**config.mk**
```make
export PLATFORM = sky130hd
export DESIGN_NAME = esc_telemetry_frame_decoder
export DESIGN_NICKNAME = d
export VERILOG_FILES = /design/src/rtl/etd_pkg.sv /design/src/rtl/etd_front.sv /design/src/rtl/etd_queue.sv /design/src/rtl/etd_back.sv /design/src/rtl/esc_telemetry_frame_decoder.sv
export SDC_FILE = /design/constraint.sdc
export NUM_CORES = 1
export LEC_CHECK = 0
export ABC_CLOCK_PERIOD_IN_PS = 11000
export BUFFER_PORTS_ARGS = -buffer_cell sky130_fd_sc_hd__clkbuf_2
export CAP_MARGIN = 20
export CORE_MARGIN = 5
export CORE_UTILIZATION = 53
export DETAILED_ROUTE_END_ITERATION = 16
export HOLD_SLACK_MARGIN = 0.1
export PLACE_DENSITY = 0.76
export SYNTH_ARGS = -nofsm -noshare
export SYNTH_HDL_FRONTEND = slang
export SYNTH_HIERARCHICAL = 1
export SYNTH_SLANG_ARGS = --single-unit
```
**constraint.sdc**
```tcl
create_clock -name aclk -period 11 [get_ports aclk]
set_input_delay 0 -clock aclk [delete_from_list [all_inputs] [get_ports aclk]]
set_output_delay 0 -clock aclk [all_outputs]
set_load 0.01 [all_outputs]
```
**src/rtl/etd_pkg.sv**
```systemverilog
// shared types, constants and the crc-8 step for the esc telemetry frame decoder
// no dependencies
`default_nettype none

package etd_pkg;

    localparam int FRAME_BYTES   = 10;
    localparam int BODY_BYTES    = 9;
    localparam int COUNT_W       = 4;
    localparam logic [7:0] CRC_POLY = 8'h07;
    localparam logic [7:0] CRC_TOP  = 8'h80;
    localparam int ERPM_SCALE    = 100;
    localparam int ERPM_W        = 23;
    localparam logic [15:0] TIMEOUT_RESET = 16'd350;

    localparam int QDEPTH = 4;
    localparam int QAW    = $clog2(QDEPTH);

    localparam int RESULT_W = 8 + 16 + 16 + 16 + ERPM_W;
    localparam int TDATA_W  = ((RESULT_W + 7) / 8) * 8;

    typedef enum logic {
        KIND_BYTE = 1'b0,
        KIND_TICK = 1'b1
    } etd_kind_t;

    typedef struct packed {
        etd_kind_t  kind;
        logic [7:0] data;
    } etd_item_t;

    // head of the queue as seen by the back end
    typedef struct packed {
        logic      valid;
        etd_item_t item;
    } etd_head_t;

    typedef struct packed {
        logic [ERPM_W-1:0] electrical_rpm;
        logic [15:0]       consumption_mah;
        logic [15:0]       current_centiamps;
        logic [15:0]       voltage_centivolts;
        logic signed [7:0] temperature_c;
    } etd_result_t;

    function automatic logic [7:0] crc8_step(input logic [7:0] crc, input logic [7:0] data);
        logic [7:0] v;
        v = crc ^ data;
        for (int k = 0; k < 8; k++) begin
            if ((v & CRC_TOP) != 8'd0) begin
                v = (v << 1) ^ CRC_POLY;
            end else begin
                v = v << 1;
            end
        end
        return v;
    endfunction

endpackage

`default_nettype wire

```
**src/rtl/etd_front.sv**
```systemverilog
// front end: registers and classifies incoming words, pushes them into the queue
// depends on etd_pkg
`default_nettype none

module etd_front (
    input  wire                aclk,
    input  wire                aresetn,
    input  wire                s_tvalid,
    output logic               s_tready,
    input  wire  [7:0]         s_tdata,
    input  wire                s_tuser,
    input  wire                q_full,
    output logic               q_push,
    output etd_pkg::etd_item_t q_item
);
    import etd_pkg::*;

    logic      valid_reg, valid_next;
    etd_item_t item_reg, item_next;
    etd_kind_t kind;

    always_comb begin
        unique case (s_tuser)
            1'b1:    kind = KIND_TICK;
            default: kind = KIND_BYTE;
        endcase
    end

    assign q_push   = valid_reg && !q_full;
    assign q_item   = item_reg;
    assign s_tready = !valid_reg || q_push;

    always_comb begin
        valid_next = valid_reg && !q_push;
        item_next  = item_reg;
        if (s_tvalid && s_tready) begin
            valid_next     = 1'b1;
            item_next.kind = kind;
            // byte value is meaningless for ticks, keep it anyway
            item_next.data = s_tdata;
        end
    end

    always_ff @(posedge aclk) begin
        if (!aresetn) begin
            valid_reg <= 1'b0;
        end else begin
            valid_reg <= valid_next;
        end
        item_reg <= item_next;
    end

endmodule

`default_nettype wire

```
**src/rtl/etd_queue.sv**
```systemverilog
// short queue between front and back end
// depends on etd_pkg
`default_nettype none

module etd_queue (
    input  wire                aclk,
    input  wire                aresetn,
    input  wire                push,
    input  etd_pkg::etd_item_t push_item,
    output logic               full,
    input  wire                pop,
    output etd_pkg::etd_head_t head
);
    import etd_pkg::*;

    etd_item_t        mem_reg [QDEPTH];
    logic [QAW-1:0]   wr_ptr_reg, wr_ptr_next;
    logic [QAW-1:0]   rd_ptr_reg, rd_ptr_next;
    logic [QAW:0]     count_reg, count_next;
    logic             do_pop;

    assign full       = (count_reg == (QAW+1)'(QDEPTH));
    assign head.valid = (count_reg != '0);
    assign head.item  = mem_reg[rd_ptr_reg];
    assign do_pop     = pop && head.valid;

    always_comb begin
        wr_ptr_next = push ? wr_ptr_reg + 1'b1 : wr_ptr_reg;
        rd_ptr_next = do_pop ? rd_ptr_reg + 1'b1 : rd_ptr_reg;
        count_next  = count_reg;
        if (push && !do_pop) begin
            count_next = count_reg + 1'b1;
        end else if (!push && do_pop) begin
            count_next = count_reg - 1'b1;
        end
    end

    always_ff @(posedge aclk) begin
        if (!aresetn) begin
            wr_ptr_reg <= '0;
            rd_ptr_reg <= '0;
            count_reg  <= '0;
        end else begin
            wr_ptr_reg <= wr_ptr_next;
            rd_ptr_reg <= rd_ptr_next;
            count_reg  <= count_next;
        end
    end

    always_ff @(posedge aclk) begin
        if (push) begin
            mem_reg[wr_ptr_reg] <= push_item;
        end
    end

endmodule

`default_nettype wire

```
**src/rtl/etd_back.sv**
```systemverilog
// back end: frame assembly, crc check, gap timeout and the result register
// depends on etd_pkg
`default_nettype none

module etd_back (
    input  wire                  aclk,
    input  wire                  aresetn,
    input  wire                  cfg_wr_en,
    input  wire  [15:0]          cfg_wr_data,
    input  etd_pkg::etd_head_t   head,
    output logic                 pop,
    output logic                 out_valid,
    input  wire                  out_ready,
    output etd_pkg::etd_result_t out_result
);
    import etd_pkg::*;

    logic [7:0]          store_reg [BODY_BYTES];
    logic [COUNT_W-1:0]  count_reg, count_next;
    logic [7:0]          crc_reg, crc_next;
    logic [15:0]         pending_reg, pending_next;
    logic [15:0]         timeout_reg;
    logic                out_valid_reg, out_valid_next;
    etd_result_t         result_reg, result_next;

    logic [15:0]         limit;
    logic [16:0]         pending_inc;
    logic                store_en;
    logic                emit;
    logic [15:0]         rpm_raw;

    // consume the next word whenever the result slot can take a result
    assign pop        = head.valid && (!out_valid_reg || out_ready);
    assign out_valid  = out_valid_reg;
    assign out_result = result_reg;

    assign limit       = (timeout_reg == 16'd0) ? 16'd1 : timeout_reg;
    assign pending_inc = {1'b0, pending_reg} + 17'd1;
    assign rpm_raw     = {store_reg[7], store_reg[8]};

    always_comb begin
        count_next   = count_reg;
        crc_next     = crc_reg;
        pending_next = pending_reg;
        store_en     = 1'b0;
        emit         = 1'b0;
        if (pop) begin
            unique case (head.item.kind)
                KIND_TICK: begin
                    if (count_reg != '0) begin
                        if (pending_inc >= {1'b0, limit}) begin
                            count_next   = '0;
                            crc_next     = '0;
                            pending_next = '0;
                        end else begin
                            pending_next = pending_inc[15:0];
                        end
                    end
                end
                KIND_BYTE: begin
                    if (count_reg < COUNT_W'(BODY_BYTES)) begin
                        store_en     = 1'b1;
                        crc_next     = crc8_step(crc_reg, head.item.data);
                        count_next   = count_reg + 1'b1;
                        pending_next = '0;
                    end else begin
                        // tenth byte closes the frame either way
                        emit         = (head.item.data == crc_reg);
                        count_next   = '0;
                        crc_next     = '0;
                        pending_next = '0;
                    end
                end
                default: ;
            endcase
        end
    end

    always_comb begin
        out_valid_next = out_valid_reg && !out_ready;
        result_next    = result_reg;
        if (emit) begin
            out_valid_next                 = 1'b1;
            result_next.temperature_c      = store_reg[0];
            result_next.voltage_centivolts = {store_reg[1], store_reg[2]};
            result_next.current_centiamps  = {store_reg[3], store_reg[4]};
            result_next.consumption_mah    = {store_reg[5], store_reg[6]};
            result_next.electrical_rpm     = ERPM_W'(rpm_raw) * ERPM_W'(ERPM_SCALE);
        end
    end

    always_ff @(posedge aclk) begin
        if (!aresetn) begin
            count_reg     <= '0;
            crc_reg       <= '0;
            pending_reg   <= '0;
            out_valid_reg <= 1'b0;
            timeout_reg   <= TIMEOUT_RESET;
        end else begin
            count_reg     <= count_next;
            crc_reg       <= crc_next;
            pending_reg   <= pending_next;
            out_valid_reg <= out_valid_next;
            if (cfg_wr_en) begin
                timeout_reg <= cfg_wr_data;
            end
        end
        result_reg <= result_next;
    end

    always_ff @(posedge aclk) begin
        if (store_en) begin
            store_reg[count_reg] <= head.item.data;
        end
    end

endmodule

`default_nettype wire

```
**src/rtl/esc_telemetry_frame_decoder.sv**
```systemverilog
// esc telemetry frame decoder top level: crc-8 checked 10-byte frames to fields
// depends on etd_pkg, etd_front, etd_queue, etd_back
//
// usage:
//   input channel s_*: one word per received uart byte (s_tuser = 0, byte in
//   s_tdata) or per timer tick (s_tuser = 1). one word per cycle is taken while s_tready is high.
//   output channel m_*: one word per frame whose tenth byte matches the crc-8
//   (poly 0x07, seed 0) of its first nine bytes; bad frames vanish silently.
//   cfg_wr_en/cfg_wr_data set the gap timeout in ticks (reset value 350); a
//   partial frame idle that long since its last byte is thrown away.
// path: the tenth byte passes through the front register and a queue entry to
//   the back end result register, which drives m_tvalid.
// throughput: one word per cycle unless a stalled result holds the back end,
//   set by its combinational crc step and its pop from the four-entry queue.
// stall: while m_tvalid is high and m_tready low the result holds and the back
//   end stops popping; the queue and front register hold up to five words,
//   then s_tready drops.
// reset: synchronous, active low; clears frame progress, crc, tick count,
//   queue and output valid, and restores the timeout to 350.
`default_nettype none

module esc_telemetry_frame_decoder (
    input  wire                          aclk,
    input  wire                          aresetn,
    input  wire                          cfg_wr_en,
    input  wire  [15:0]                  cfg_wr_data,
    input  wire                          s_tvalid,
    output logic                         s_tready,
    input  wire  [7:0]                   s_tdata,   // [7:0] rx_byte
    input  wire                          s_tuser,   // [0] opcode
    output logic                         m_tvalid,
    input  wire                          m_tready,
    // [7:0] temperature_c, [23:8] voltage_centivolts, [39:24] current_centiamps,
    // [55:40] consumption_mah, [78:56] electrical_rpm, [79] zero
    output logic [etd_pkg::TDATA_W-1:0]  m_tdata
);
    import etd_pkg::*;

    logic        q_full;
    logic        q_push;
    etd_item_t   q_item;
    logic        q_pop;
    etd_head_t   q_head;
    etd_result_t result;

    etd_front u_front (
        .aclk     (aclk),
        .aresetn  (aresetn),
        .s_tvalid (s_tvalid),
        .s_tready (s_tready),
        .s_tdata  (s_tdata),
        .s_tuser  (s_tuser),
        .q_full   (q_full),
        .q_push   (q_push),
        .q_item   (q_item)
    );

    etd_queue u_queue (
        .aclk      (aclk),
        .aresetn   (aresetn),
        .push      (q_push),
        .push_item (q_item),
        .full      (q_full),
        .pop       (q_pop),
        .head      (q_head)
    );

    etd_back u_back (
        .aclk        (aclk),
        .aresetn     (aresetn),
        .cfg_wr_en   (cfg_wr_en),
        .cfg_wr_data (cfg_wr_data),
        .head        (q_head),
        .pop         (q_pop),
        .out_valid   (m_tvalid),
        .out_ready   (m_tready),
        .out_result  (result)
    );

    assign m_tdata = TDATA_W'(result);

endmodule

`default_nettype wire

```
* Word level (Yosys, flattened, before mapping)
Memories as Yosys holds them, arrays and structs flattened. A register that Yosys moved wholly into a read port is not among the register bits.
Index checks and enable logic that the tools add are counted.
** Storage, ports and cells
- Flip-flop bits (word level) :: 83
- Bits in writable memories :: 108
- Bits of input ports :: 30
- Logic and storage cells :: 117
- Memories kept :: 2
- Output and inout port bits :: 82
** Operators by class
- Order comparisons :: 2
- Add/subtract/negate cells :: 6
- Eq/ne operators :: 4
- Bitwise gates (word level) :: 10
- Muxes and demuxes :: 58
- Multipliers :: 1
- Reductions and logical operators :: 22
** Memory list
- u_back.store_reg :: depth 9, bits a word 8, read ports 9, clocked after Yosys merged registers in 7, wr ports 1, line etd_back.sv:18 : logic [7:0] store_reg [BODY_BYTES];
- u_queue.mem_reg :: depth 4, bits a word 9, read ports 1, clocked after Yosys merged registers in 1, wr ports 1, line etd_queue.sv:16 : etd_item_t mem_reg [QDEPTH];
** Operators with widths (number)
- 8-bit 2-to-1 mux :: 24
- 16-bit 2-to-1 mux :: 3
- 16-bit case mux with 2 select lines :: 1
- 3-bit 2-to-1 mux :: 10
- 3-bit inverter :: 8
- 16-bit by 5-bit multiplier with 21-bit output, second input constant :: 1
- 16-bit by 1-bit adder with 17-bit output, second input constant :: 1
- 17-bit by 16-bit greater-or-equal comparator with 1-bit output :: 1
- 16-bit zero test :: 1
- 8-bit case mux with 2 select lines :: 1
- 1-bit 2-to-1 mux :: 13
- 4-bit 2-to-1 mux :: 3
- 8-bit == test :: 1
- 1-bit logical AND :: 8
- 4-bit case mux with 2 select lines :: 1
- 8-bit XOR :: 1
- 1-bit zero test :: 6
- 2-bit by 1-bit adder with 2-bit output, second input constant :: 2
- 4-bit by 1-bit adder with 4-bit output, second input constant :: 1
- 4-bit less-than comparator, second input constant :: 1
- 2-bit 2-to-1 mux :: 2
- 2-bit != test, second input constant :: 2
- 4-bit nonzero test :: 1
- 3-bit by 1-bit adder with 3-bit output, second input constant :: 1
- other kinds (8) :: 9

* Longest topological paths before layout
- Depth after elaboration :: 40
- Mapped depth :: 14
- Depth with buffers taken out :: 12

* Modules after synthesis
The synthesis kept the hierarchy.
** Modules (own cells, without submodules)
- etd_back :: area each 9103.7 um^2, sequential area each 5375.2 um^2, cells each 715, instances 1
- etd_queue :: area each 1770.4 um^2, sequential area each 1261.2 um^2, cells each 90, instances 1
- etd_front :: area each 320.3 um^2, sequential area each 290.3 um^2, cells each 15, instances 1
- esc_telemetry_frame_decoder :: area each 11.3 um^2, sequential area each 0.0 um^2, cells each 2, instances 1

* Worst setup path after synthesis
No wires, ideal clock.
- Kind :: flip-flop to flip-flop
- Start point :: register with a tool-made name
- End point :: register, netlist name u_back/out_result[0]
- Required time :: 10.268 ns
- Clock period less this slack :: 10.454 ns
- Library setup time :: 0.732 ns
- Path buffers :: 1
- Arrival time :: 9.722 ns
- Stages on the path, launching flop included :: 7
- Slack :: 0.546 ns
- Path through :: dfxtp_1 buf_2 mux4_2 xnor2_1 ha_1 nand4b_1 nor4b_1

==> reports/summary.txt <==
status: finished clean
ys async rst share: 0
static leakage: 5.26 nW
minimum clock period after layout: 3850 ps
non-filler cells, final: 1,283
max reg flops: 77
FILL cells: 1,538
Avg Synthesized Cell Area: 13.6 um^2
placed instance area: 12,000 um^2
vias in the first global route: 6,537
cell family with most CP delay: buffers and inverters
Post-CTS Setup Bufs: 0
Iteration-0 DRC Markers: 339
post-synthesis sequential element count: 249
IO buf count: 108
Slew Limit Headroom: 0.283
clk root buf: clkbuf_16
startpoint class of the critical path: flop
RSZ-0062 raised after global routing: false
nets@finish: 1,115
cell area after layout: 13,300 um^2
Synth Flop Type: edfxtp_1
crit-path max cell delay: 750 ps
Synth cell types: 69
vias: 6,681
vias per cell: 5.21
Die W: 155 um
Peak VDD IR: 0.127 mV
WP data required: 11,460 ps
first-pass GRT wire length: 32,900 um
Synth Instances: 822
Worst path slowest cell: mux4_2
fmax: 259 MHz
Final GP Congestion: 0.873
ANT nets after route: 0
HP Class: input port to flop
data arrival time of the critical path: 4320 ps
Final Cycle Share: 0.350
initial antenna violation count: 0
largest net degree at the start of global routing: 57
CP Buf/Inv Count: 3
share of post-route cells with drive strength above 1: 0.174
worst-path cell chain: mux4_2 -> xnor2_1 -> ha_1 -> nand4b_1 -> nor4b_2 -> buf_4 -> inv_1 -> a21boi_0 -> dlygate4sd3_1
DP Wirelength: 13,700 um
Detailed Route WL: 20,000 um
ANT cells: 0
number of enable flip-flop cells after synthesis: 194
grt total ovfl: 0
Worst setup EP type: flop
H-tree levels: 1
Worst-Margin Slew: 1070 ps
# DRC: 0
Clock Path Buffers: 3
CP max FO: 33
GRT Resource Usage Total: 0.167
Setup-failing EPs final: 0
Wirelength per Cell: 15.6 um
Die H: 155 um
total clock sinks: 249
max-cap viol count: 0
core area: 20,900 um^2
Worst Setup Path Type: flop to flop
clock latency on the worst-skew pair: 540 ps
Clock Skew: 20.4 ps
Worst Setup Slack, final: 7150 ps
Synth Warn #: 6
cts bufs inserted: 25
post-synthesis sequential area ratio: 0.618
P&R area growth vs syn: 18.8%
Ports: 112
Starting Density: 0.536
dpl ws: 7450 ps
Final Hold Viols: 0
CTS tree: done
Cell Rows: 53
Pwr per Cell Area: 170 nW/um^2
die area: 24,200 um^2
clock slew at reported path FFs: 60 ps
Final Max Tran Viols: 0
DP Cell Count: 1,186
1st-pass router iterations: 5
Final Total Pwr: 0.00226 W
Mapped Area: 11,200 um^2
Fin Setup TNS: 0 ps
area by class of cell:
type                            count  area (um^2)  area share
Clock buffer                       30          654      0.0491
Multi-Input combinational cell    466         3850       0.289
Inverter                           84          315      0.0237
Sequential cell                   249         6930       0.520
Clock inverter                     15          140      0.0105
Tap cell                          275          344      0.0258
Timing Repair Buffer              164         1090      0.0819
worst paths after layout:
check / startpoint / to / slack, ps / cells past startpoint
hold / removal: s_tdata[0] / u_front/q_item[0] / 200 / 2
setup / recovery: flop / u_back/out_valid / 7150 / 9
hold reg to reg: u_back/store_reg[1][0] / u_back/out_result[16] / 400 / 0
setup reg to reg: flop / u_back/out_valid / 7150 / 9
synth_stat cells (all sizes together) (2+ instances only):
| cell type | number | area [um^2] |
|---|---|---|
| a211oi | 5 | 47.5 |
| a21boi | 16 | 120 |
| a21o | 7 | 52.6 |
| a21oi | 20 | 104 |
| a311oi | 2 | 17.5 |
| a31oi | 3 | 31.3 |
| a41o | 2 | 20.0 |
| and2 | 10 | 62.6 |
| and3 | 7 | 48.8 |
| and4 | 3 | 28.8 |
| buf | 10 | 75.1 |
| clkbuf | 14 | 52.6 |
| conb | 2 | 7.51 |
| dfxtp | 55 | 1100 |
| edfxtp | 194 | 5830 |
| fa | 12 | 240 |
| ha | 83 | 1040 |
| inv | 84 | 315 |
| mux2i | 15 | 150 |
| mux4 | 9 | 203 |
| nand2 | 50 | 188 |
| nand2b | 7 | 43.8 |
| nand3 | 29 | 150 |
| nand3b | 5 | 37.5 |
| nand4 | 6 | 37.5 |
| nand4b | 2 | 17.5 |
| nor2 | 29 | 109 |
| nor2b | 17 | 106 |
| nor3 | 7 | 35.0 |
| nor3b | 2 | 26.3 |
| nor4 | 3 | 18.8 |
| nor4b | 2 | 17.5 |
| o211ai | 11 | 82.6 |
| o21ai | 22 | 114 |
| o21bai | 3 | 22.5 |
| o221ai | 2 | 17.5 |
| o22ai | 4 | 25.0 |
| o311ai | 2 | 25.0 |
| o31ai | 2 | 28.8 |
| or3 | 2 | 13.8 |
| xnor2 | 38 | 333 |
| xor2 | 13 | 114 |
cell usage in the layout (no fill, tap or decap), drive strengths merged, types with 11 or more instances in the layout:
master       count
inv             85
nor2b           17
o21ai           22
ha              83
nand2           50
xor2            13
a21oi           20
nor2            29
dfxtp           55
nand3           29
mux2i           15
dlygate4sd3     52
xnor2           38
fa              12
o211ai          11
clkbuf         138
a21boi          16
edfxtp         194
clkinv          11
worst reg2reg max path: stages, from the launching register on:
cell and delay, ps:
dfxtp_1 700, mux4_2 750, xnor2_1 380, ha_1 220, nand4b_1 120, nor4b_2 270
buf_4 440, inv_1 160, a21boi_0 190, dlygate4sd3_1 570
metrics by stage:
step                      hold WS (ps)  utilization
after detailed placement           180        0.575
after floorplan                   98.9            -
final                              201        0.638
after CTS                          185        0.638
after global routing               192        0.638
after global placement             179        0.575
report_power, final:
group / leakage (nW) / internal [W] / switching, W
clock network: 0.390 / 0.000473 / 0.000339
logic: 2.67 / 0.000136 / 0.000196
registers: 2.20 / 0.00108 / 0.0000354
total: 5.26 / 0.00169 / 0.000571
layer usage:
| layer | routed length (um) | share of wire | up-vias | track usage |
|---|---|---|---|---|
| li1 | - | - | 3302 | - |
| met1 | 8630 | 0.43 | 3200 | 0.222 |
| met2 | 9950 | 0.50 | 149 | 0.290 |
| met3 | 1100 | 0.055 | 30 | 0.0275 |
| met4 | 341 | 0.017 | 0 | 0.0388 |
| met5 | 0 | 0 | - | 0 |
kinds of logic after synthesis:
logic type               Yosys count  share of synthesized area
multiplexers                      24                     0.0315
AO/OA/AOI/OAI                    108                     0.0692
AND/OR/NAND/NOR                  185                     0.0870
XOR/XNOR                          51                     0.0399
flip-flops                       249                      0.618
adder cells (fa/ha/maj)           95                      0.114
buffers and inverters            108                     0.0395
other                              2                   0.000670
timing repair:
| action | CTS | global route |
|---|---|---|
| hold endpoints to repair | 67 | 0 |
| hold buffers | 52 | 0 |
| gates resized for setup | 0 | 0 |
Note: power is estimated with default switching activity, not from simulation.
